**config.mk**
```make
export PLATFORM = sky130hd
export DESIGN_NAME = sha1_byte_stream_hasher_unit
export DESIGN_NICKNAME = d
export VERILOG_FILES = /design/src/rtl/core/sha1bs_pkg.sv /design/src/rtl/core/sha1_byte_stream_hasher_unit.sv /design/src/rtl/core/sha1bs_ctrl.sv /design/src/rtl/core/sha1bs_dp.sv
export SDC_FILE = /design/constraint.sdc
export NUM_CORES = 2
export LEC_CHECK = 0
export ABC_AREA = 1
export BUFFER_PORTS_ARGS = -buffer_cell sky130_fd_sc_hd__buf_4
export CAP_MARGIN = 10
export CORE_ASPECT_RATIO = 1.75
export CORE_MARGIN = 2
export CORE_UTILIZATION = 50
export DETAILED_ROUTE_END_ITERATION = 10
export PLACE_DENSITY = 0.66
export SLEW_MARGIN = 40
export SYNTH_ARGS = -nofsm -noshare
export SYNTH_HDL_FRONTEND = slang
export SYNTH_SLANG_ARGS = --single-unit
```
**constraint.sdc**
```tcl
create_clock -name clk -period 32.3 [get_ports clk]
set_input_delay 1.615 -clock clk [delete_from_list [all_inputs] [get_ports clk]]
set_output_delay 1.615 -clock clk [all_outputs]
set_load 0.02 [all_outputs]
```
**src/rtl/core/sha1bs_pkg.sv**
```systemverilog
// ----------------------------------------------------------------------------
// SHA-1 byte stream package
// Payload structs, controller state, command/status structs and constants.
// ----------------------------------------------------------------------------
`timescale 1ns / 1ps

package sha1bs_pkg;

	typedef enum logic {
		OP_ABSORB = 1'b0,
		OP_FINISH = 1'b1
	} op_t;

	typedef struct packed {
		logic       opcode;
		logic [7:0] data_byte;
	} in_word_t;

	typedef struct packed {
		logic [31:0] digest_word0;
		logic [31:0] digest_word1;
		logic [31:0] digest_word2;
		logic [31:0] digest_word3;
		logic [31:0] digest_word4;
	} out_word_t;

	typedef enum logic [2:0] {
		ST_IDLE,
		ST_ROUND,
		ST_FOLD,
		ST_PAD,
		ST_LEN,
		ST_OUT
	} state_t;

	// controller to datapath
	typedef struct packed {
		logic store_byte;   // shift data byte into window, bump count
		logic start_block;  // load working vars from chain
		logic round_step;   // one round
		logic fold;         // add working vars into chain
		logic pad_byte;     // shift in one padding byte, advance pad pointer
		logic pad_len;      // padding byte comes from the bit length
		logic pad_start;    // shift in pad marker, pad pointer to next slot
		logic reset_msg;    // chain and count back to initial
	} cmd_t;

	// datapath to controller
	typedef struct packed {
		logic block_full;   // next byte written goes to slot 63
		logic last_round;   // round counter at 79
		logic pad_at_56;    // pad pointer reached the length field
		logic pad_at_0;     // pad pointer wrapped to a new block
		logic pad_done;     // pad pointer at the last byte of the final block
	} status_t;

	localparam logic [31:0] K0 = 32'h5A827999;
	localparam logic [31:0] K1 = 32'h6ED9EBA1;
	localparam logic [31:0] K2 = 32'h8F1BBCDC;
	localparam logic [31:0] K3 = 32'hCA62C1D6;
	localparam logic [31:0] H0 = 32'h67452301;
	localparam logic [31:0] H1 = 32'hEFCDAB89;
	localparam logic [31:0] H2 = 32'h98BADCFE;
	localparam logic [31:0] H3 = 32'h10325476;
	localparam logic [31:0] H4 = 32'hC3D2E1F0;
	localparam logic [7:0]  PAD_MARK = 8'h80;

endpackage

```
**src/rtl/core/sha1_byte_stream_hasher_unit.sv**
```systemverilog
// ----------------------------------------------------------------------------
// SHA-1 byte stream hasher
// Absorbs one message byte per word, emits the 160-bit digest on finish.
// ----------------------------------------------------------------------------
// An absorb word stores one byte; the 64th byte of a block starts the
// compression, which runs one SHA-1 round per cycle in a single round unit
// and holds input off until the fold. A finish word writes padding one
// byte per cycle (plus a second block when more than 55 bytes are
// pending), compresses each padded block and loads the digest register,
// which then waits for the consumer while new bytes are taken.
`timescale 1ns / 1ps

module sha1_byte_stream_hasher_unit (
	input  logic                  clk,
	input  logic                  arst_n,
	input  logic                  in_valid,
	output logic                  in_ready,
	input  sha1bs_pkg::in_word_t  in_data,
	output logic                  out_valid,
	input  logic                  out_ready,
	output sha1bs_pkg::out_word_t out_data
);
	import sha1bs_pkg::*;

	cmd_t    cmd;
	status_t sts;

	sha1bs_ctrl u_ctrl (
		.clk       (clk),
		.arst_n    (arst_n),
		.in_valid  (in_valid),
		.in_op     (in_data.opcode),
		.in_ready  (in_ready),
		.out_valid (out_valid),
		.out_ready (out_ready),
		.cmd       (cmd),
		.sts       (sts)
	);

	sha1bs_dp u_dp (
		.clk       (clk),
		.arst_n    (arst_n),
		.data_byte (in_data.data_byte),
		.cmd       (cmd),
		.sts       (sts),
		.digest    (out_data)
	);

	// datapath never gets two exclusive operations at once
	a_cmd_excl: assert property (@(posedge clk) disable iff (!arst_n)
		$countones({cmd.round_step, cmd.fold, cmd.pad_byte, cmd.reset_msg}) <= 1)
		else $error("conflicting datapath commands");

	// digest register loads only when it is free
	a_no_overrun: assert property (@(posedge clk) disable iff (!arst_n)
		cmd.reset_msg |-> (!out_valid || out_ready))
		else $error("digest overwritten before taken");

	// a new result follows a reset of the message state
	a_out_rise: assert property (@(posedge clk) disable iff (!arst_n)
		$rose(out_valid) |-> $past(cmd.reset_msg))
		else $error("result without finish");

endmodule

```
**src/rtl/core/sha1bs_ctrl.sv**
```systemverilog
// ----------------------------------------------------------------------------
// SHA-1 byte stream controller
// Sequences byte stores, round iteration, padding and digest handoff.
// ----------------------------------------------------------------------------
`timescale 1ns / 1ps

module sha1bs_ctrl (
	input  logic               clk,
	input  logic               arst_n,
	input  logic               in_valid,
	input  logic               in_op,
	output logic               in_ready,
	output logic               out_valid,
	input  logic               out_ready,
	output sha1bs_pkg::cmd_t    cmd,
	input  sha1bs_pkg::status_t sts
);
	import sha1bs_pkg::*;

	state_t state_q, state_d;
	logic   final_q, final_d;   // block being hashed is the last of a message
	logic   padx_q, padx_d;     // extra padding block already sent to compression
	logic   outv_q, outv_d;

	always_ff @(posedge clk or negedge arst_n) begin
		if (!arst_n) begin
			state_q <= ST_IDLE;
			final_q <= 1'b0;
			padx_q  <= 1'b0;
			outv_q  <= 1'b0;
		end else begin
			state_q <= state_d;
			final_q <= final_d;
			padx_q  <= padx_d;
			outv_q  <= outv_d;
		end
	end

	assign out_valid = outv_q;

	// next state and commands
	always_comb begin
		state_d  = state_q;
		final_d  = final_q;
		padx_d   = padx_q;
		outv_d   = outv_q && !out_ready;
		cmd      = '0;
		in_ready = 1'b0;
		case (state_q)
			ST_IDLE: begin
				// a digest register holds one result; finish waits for it to drain
				in_ready = !(in_op == OP_FINISH && outv_q);
				if (in_valid && in_ready) begin
					if (in_op == OP_ABSORB) begin
						cmd.store_byte = 1'b1;
						if (sts.block_full) begin
							cmd.start_block = 1'b1;
							final_d = 1'b0;
							state_d = ST_ROUND;
						end
					end else begin
						cmd.pad_start = 1'b1;
						state_d = ST_PAD;
					end
				end
			end
			ST_ROUND: begin
				cmd.round_step = 1'b1;
				if (sts.last_round) state_d = ST_FOLD;
			end
			ST_FOLD: begin
				cmd.fold = 1'b1;
				if (final_q) state_d = ST_OUT;
				else if (padx_q) state_d = ST_PAD;
				else state_d = ST_IDLE;
			end
			ST_PAD: begin
				// zero fill up to the length field, or to block end and compress that block
				if (sts.pad_at_0 && !padx_q) begin
					cmd.start_block = 1'b1;
					final_d = 1'b0;
					padx_d = 1'b1;
					state_d = ST_ROUND;
				end else if (sts.pad_at_56) begin
					state_d = ST_LEN;
				end else begin
					cmd.pad_byte = 1'b1;
				end
			end
			ST_LEN: begin
				cmd.pad_byte = 1'b1;
				cmd.pad_len = 1'b1;
				if (sts.pad_done) begin
					cmd.start_block = 1'b1;
					final_d = 1'b1;
					padx_d = 1'b0;
					state_d = ST_ROUND;
				end
			end
			ST_OUT: begin
				cmd.reset_msg = 1'b1;
				outv_d = 1'b1;
				state_d = ST_IDLE;
			end
			default: state_d = ST_IDLE;
		endcase
	end

endmodule

```
**src/rtl/core/sha1bs_dp.sv**
```systemverilog
// ----------------------------------------------------------------------------
// SHA-1 byte stream datapath
// Byte window that doubles as message schedule, round unit and chaining words.
// ----------------------------------------------------------------------------
`timescale 1ns / 1ps

module sha1bs_dp (
	input  logic                 clk,
	input  logic                 arst_n,
	input  logic [7:0]           data_byte,
	input  sha1bs_pkg::cmd_t      cmd,
	output sha1bs_pkg::status_t   sts,
	output sha1bs_pkg::out_word_t digest
);
	import sha1bs_pkg::*;

	logic [63:0]  count_q;
	logic [5:0]   ptr_q;          // pad pointer
	logic [6:0]   rnd_q;
	logic [31:0]  h_q [5];
	logic [31:0]  a_q, b_q, c_q, d_q, e_q;
	logic [511:0] w_q;            // bytes shift in at the bottom; w[t] at the top
	logic [31:0]  dig_q [5];

	logic [5:0]   slot;
	logic [63:0]  bits;
	logic [7:0]   pad_val;
	logic [31:0]  f, k, t, w_new, wt;

	assign slot = count_q[5:0];
	assign bits = {count_q[60:0], 3'b000};

	// padding byte: zero, or length byte for pointer position
	always_comb begin
		if (cmd.pad_len) pad_val = bits[8*(63-ptr_q) +: 8];
		else pad_val = 8'h00;
	end

	// round function
	always_comb begin
		if (rnd_q < 7'd20) begin
			f = d_q ^ (b_q & (c_q ^ d_q));
			k = K0;
		end else if (rnd_q < 7'd40) begin
			f = b_q ^ c_q ^ d_q;
			k = K1;
		end else if (rnd_q < 7'd60) begin
			f = (b_q & c_q) | (d_q & (b_q | c_q));
			k = K2;
		end else begin
			f = b_q ^ c_q ^ d_q;
			k = K3;
		end
		wt = w_q[511:480];
		t = {a_q[26:0], a_q[31:27]} + f + e_q + wt + k;
	end

	// next schedule word from window taps t-3, t-8, t-14, t-16
	logic [31:0] wx;
	assign wx = w_q[95:64] ^ w_q[255:224] ^ w_q[447:416] ^ w_q[511:480];
	assign w_new = {wx[30:0], wx[31]};

	assign sts.block_full = (slot == 6'd63);
	assign sts.last_round = (rnd_q == 7'd79);
	assign sts.pad_at_56  = (ptr_q == 6'd56);
	assign sts.pad_at_0   = (ptr_q == 6'd0);
	assign sts.pad_done   = (ptr_q == 6'd63);

	// byte count, pad pointer, round counter
	always_ff @(posedge clk or negedge arst_n) begin
		if (!arst_n) begin
			count_q <= '0;
			ptr_q   <= '0;
			rnd_q   <= '0;
		end else begin
			if (cmd.reset_msg) count_q <= '0;
			else if (cmd.store_byte) count_q <= count_q + 64'd1;
			if (cmd.pad_start) ptr_q <= slot + 6'd1;
			else if (cmd.pad_byte) ptr_q <= ptr_q + 6'd1;
			if (cmd.start_block) rnd_q <= '0;
			else if (cmd.round_step) rnd_q <= rnd_q + 7'd1;
		end
	end

	// chaining words
	always_ff @(posedge clk or negedge arst_n) begin
		if (!arst_n) begin
			h_q[0] <= H0; h_q[1] <= H1; h_q[2] <= H2; h_q[3] <= H3; h_q[4] <= H4;
		end else if (cmd.reset_msg) begin
			h_q[0] <= H0; h_q[1] <= H1; h_q[2] <= H2; h_q[3] <= H3; h_q[4] <= H4;
		end else if (cmd.fold) begin
			h_q[0] <= h_q[0] + a_q;
			h_q[1] <= h_q[1] + b_q;
			h_q[2] <= h_q[2] + c_q;
			h_q[3] <= h_q[3] + d_q;
			h_q[4] <= h_q[4] + e_q;
		end
	end

	// byte window and schedule, working vars, digest capture
	always_ff @(posedge clk) begin
		// 64 byte shifts fill a block; rounds then extend it in place
		if (cmd.store_byte) w_q <= {w_q[503:0], data_byte};
		else if (cmd.pad_start) w_q <= {w_q[503:0], PAD_MARK};
		else if (cmd.pad_byte) w_q <= {w_q[503:0], pad_val};
		else if (cmd.round_step) w_q <= {w_q[479:0], w_new};
		if (cmd.start_block) begin
			a_q <= h_q[0]; b_q <= h_q[1]; c_q <= h_q[2]; d_q <= h_q[3]; e_q <= h_q[4];
		end else if (cmd.round_step) begin
			e_q <= d_q;
			d_q <= c_q;
			c_q <= {b_q[1:0], b_q[31:2]};
			b_q <= a_q;
			a_q <= t;
		end
		if (cmd.reset_msg) begin
			for (int i = 0; i < 5; i++) dig_q[i] <= h_q[i];
		end
	end

	assign digest.digest_word0 = dig_q[0];
	assign digest.digest_word1 = dig_q[1];
	assign digest.digest_word2 = dig_q[2];
	assign digest.digest_word3 = dig_q[3];
	assign digest.digest_word4 = dig_q[4];

endmodule

```
==> summary.md <==
| Metric | Value |
|---|---|
| Outcome | complete, no violations |
| Buf/Inv on CP | 7 |
| Synthesized Nets | 7862 |
| Num ports | 175 |
| Crit path kind | reg2reg |
| Fin. max-slew vios | 0 |
| Clock root buffer | clkbuf_16 |
| Post-route minimum period | 5.92 ns |
| Avg Vias per Cell | 5.56 |
| Total CTS buffers | 102 |
| Core area | 124000 sq um |
| Synthesized area | 62600 sq um |
| Area share of fa/ha/maj cells after synthesis | 0.0786 |
| Most used cell, CP | nand2_1 |
| Async S/R FF share, synth | 0.224 |
| WL/cell | 23.2 um |
| Final hold vios | 0 |
| Synth Area in Compound Gates | 0.0707 |
| Rows | 171 |
| Max_cap viols | 0 |
| Hold Path Class | reg2reg |
| Mapped Avg Cell Area | 8.31 sq um |
| Post-CTS Repair Setup Buffers | 0 |
| Die span in y | 472 um |
| Distinct cells, synth | 56 |
| Finish-stage setup viols | 0 |
| DIE WIDTH | 272 um |
| Setup WS post-layout | 26.38 ns |
| Htree depth | 3 |
| Largest family of logic cells by synthesized area | simple AND/OR/NAND/NOR gates |
| Top FF cell, synth | edfxtp_1 |
| Critical Path Max Stage Delay | 0.55 ns |
| Seq cells post-synth | 1072 |
| DR DRC count | 0 |
| Initial antenna violation count | 6 |
| Sequential element share of the synthesized area | 0.497 |
| Hpwl dp | 165000 um |
| Syn. warnings | 0 |
| I/O Buffers | 174 |
| DRT antenna net count | 0 |
| Placed cells | 9167 |
| WP data arrival | 6.42 ns |
| Slowest cell on crit path | fa_1 |
| RSZ-0062 raised after global routing | no |
| Via count | 52057 |
| Largest net degree at the start of global routing | 198 |
| Final nets | 7962 |
| Post-synthesis xor/xnor area fraction | 0.0225 |
| Post-Syn Instances | 7530 |
| Clk_lat worst skew | 0.78 ns |
| F_max | 0.169 GHz |
| Post-route insts no fill | 9364 |
| Clk buf depth | 3 |
| Die Area | 128000 sq um |
| Starting Density | 0.505 |
| CTS tree | built |
| Routed wire length | 217000 um |
| Tcrit/Tclk final | 0.183 |
| Slew Limit Headroom | 0.433 |
| Clk slew on worst S/H paths | 0.07 ns |
| Vias in the first global route | 50527 |
| Cts hold-fix bufs | 0 |
| Crit path capture type | flip-flop |
| Critical Path RT | 32.80 ns |
| Sink Count | 1072 |
| Worst-margin pin slew | 0.851 ns |
| Proportion of synthesized area in mux cells | 0.000160 |
| Post-synthesis simple-gate area fraction | 0.267 |
| Crit Path Max Fanout | 37 |
| CTS resizes | 0 |
| Synth-to-layout area growth | 10.4% |
| GR Overflow Total | 0 |
| Worst slack at placement | 26.56 ns |
| CP top delay family | adder cells |
| Global-route wire length before repair | 317000 um |
| Initial DRC Count | 4734 |
| RePlAce Congestion | 1.03 |
| Layout cell share with drive strength beyond 1 | 0.0681 |
| Setup crit start kind | flip-flop |
| Post-Route Setup TNS | 0 ns |
| Drt pass-1 iters | 6 |
| Overall Global Routing Usage | 0.337 |
| Clock Skews | 0.0546 ns |
| Number of flops mapped to enable cells by yosys | 832 |
cells by family after synthesis:
logic type / after synthesis
AND/OR/NAND/NOR: 4173
flip-flops: 1072
buffers and inverters: 983
AO/OA/AOI/OAI: 821
adder cells (fa/ha/maj): 319
XOR/XNOR: 161
multiplexers: 1
stage by stage:
stage,cell area (sq um),hold slack [ns],utilization
floorplan,62600,0.451,-
global placement,65200,0.489,0.525
detailed placement,65300,0.478,0.527
CTS,69000,0.496,0.556
global route,69100,0.507,0.557
finish,69100,0.506,0.557
worst reg2reg max path: cells and delay by family, from the launching register on:
kind,cells,cell delay [ns]
and+or+nand+nor,15,1.84
DFF,1,0.46
buffers and inverters,7,1.22
adders and majority gates,5,2.14
area by class of cell:
cell class,count,area (sq um)
Antenna cell,1,2.50
Clock buffer,112,2600
Clock inverter,82,1080
Fill cell,11569,55000
Inverter,763,2890
Multi-Input combinational cell,5475,27600
Sequential cell,1072,31100
Tap cell,1643,2060
Timing Repair Buffer,216,1820
Yosys cell counts, types with 7 or more instances:
library cell  number  area (sq um)
buf_4             31           233
inv_1            752          2820
nand4_1           92           576
or2_2             15          93.8
dfstp_2           80          2100
xor2_1            52           455
nor4_1            11          68.8
nand3_1          341          1710
a211oi_1          22           165
a21o_1             7          52.6
buf_2            109           546
nand3b_1          19           143
buf_6             10           113
ha_1             195          2440
o221ai_1           9          78.8
clkbuf_1          66           248
edfxtp_1         832         25000
a21oi_1          316          1580
nand2_1         3099         11600
dfrtp_1          160          4000
o22ai_1           20           125
fa_1             124          2480
o21ai_1            8          40.0
o2111ai_1          9          78.8
nor3_1            96           480
inv_2              7          26.3
o21bai_1          31           233
nor2_1           472          1770
o21ai_0          371          1860
xnor2_1          109           955
placed cells by master, fill, tap and decap left out, types with 80 or more instances in the layout:
cell type / Yosys / routed
dfrtp_1: 160 / 160
edfxtp_1: 832 / 832
clkbuf_16: 0 / 102
fa_1: 124 / 124
nand3_1: 341 / 341
buf_4: 31 / 194
ha_1: 195 / 195
inv_1: 752 / 749
xnor2_1: 109 / 109
a21oi_1: 316 / 316
nor2_1: 472 / 472
dfstp_2: 80 / 80
nand4_1: 92 / 92
nor3_1: 96 / 91
nand2_1: 3099 / 3097
o21ai_0: 371 / 371
flip-flops by register name (all words and copies together) (netlist names), 3 cells and up:
| register | count |
|---|---|
| u_dp.c_q | 32 |
| u_dp.ptr_q | 6 |
| u_dp.h_q | 160 |
| u_dp.rnd_q | 7 |
| u_dp.count_q | 61 |
| u_dp.b_q | 32 |
| u_dp.w_q | 512 |
| u_dp.d_q | 32 |
| u_ctrl.state_q | 3 |
| u_dp.e_q | 32 |
| u_dp.dig_q | 160 |
| u_dp.a_q | 32 |
final timing paths:
| check | start | end | slack [ns] | cells after the start |
|---|---|---|---|---|
| max in group asynchronous | arst_n | u_dp.h_q[124] | 30.08 | 3 |
| hold / removal | u_dp.h_q[129] | u_dp.dig_q[0][1] | 0.51 | 0 |
| setup reg to reg | u_dp.rnd_q[4] | u_dp.a_q[19] | 26.38 | 27 |
| min in group asynchronous | arst_n | u_dp.h_q[12] | 0.73 | 1 |
| hold reg to reg | u_dp.h_q[129] | u_dp.dig_q[0][1] | 0.51 | 0 |
| setup / recovery | u_dp.rnd_q[4] | u_dp.a_q[19] | 26.38 | 27 |
layer usage:
metal / GRT usage / part of all wire / vias up
met5: 0 / 0.000060 / -
met4: 0.300 / 0.11 / 2
met3: 0.0491 / 0.054 / 727
met2: 0.588 / 0.50 / 1850
met1: 0.351 / 0.34 / 24774
li1: - / - / 24704
Power is left out: the tool's default activity adds up to more than one toggle a clock period on the data nets, which glitch-free logic cannot reach.
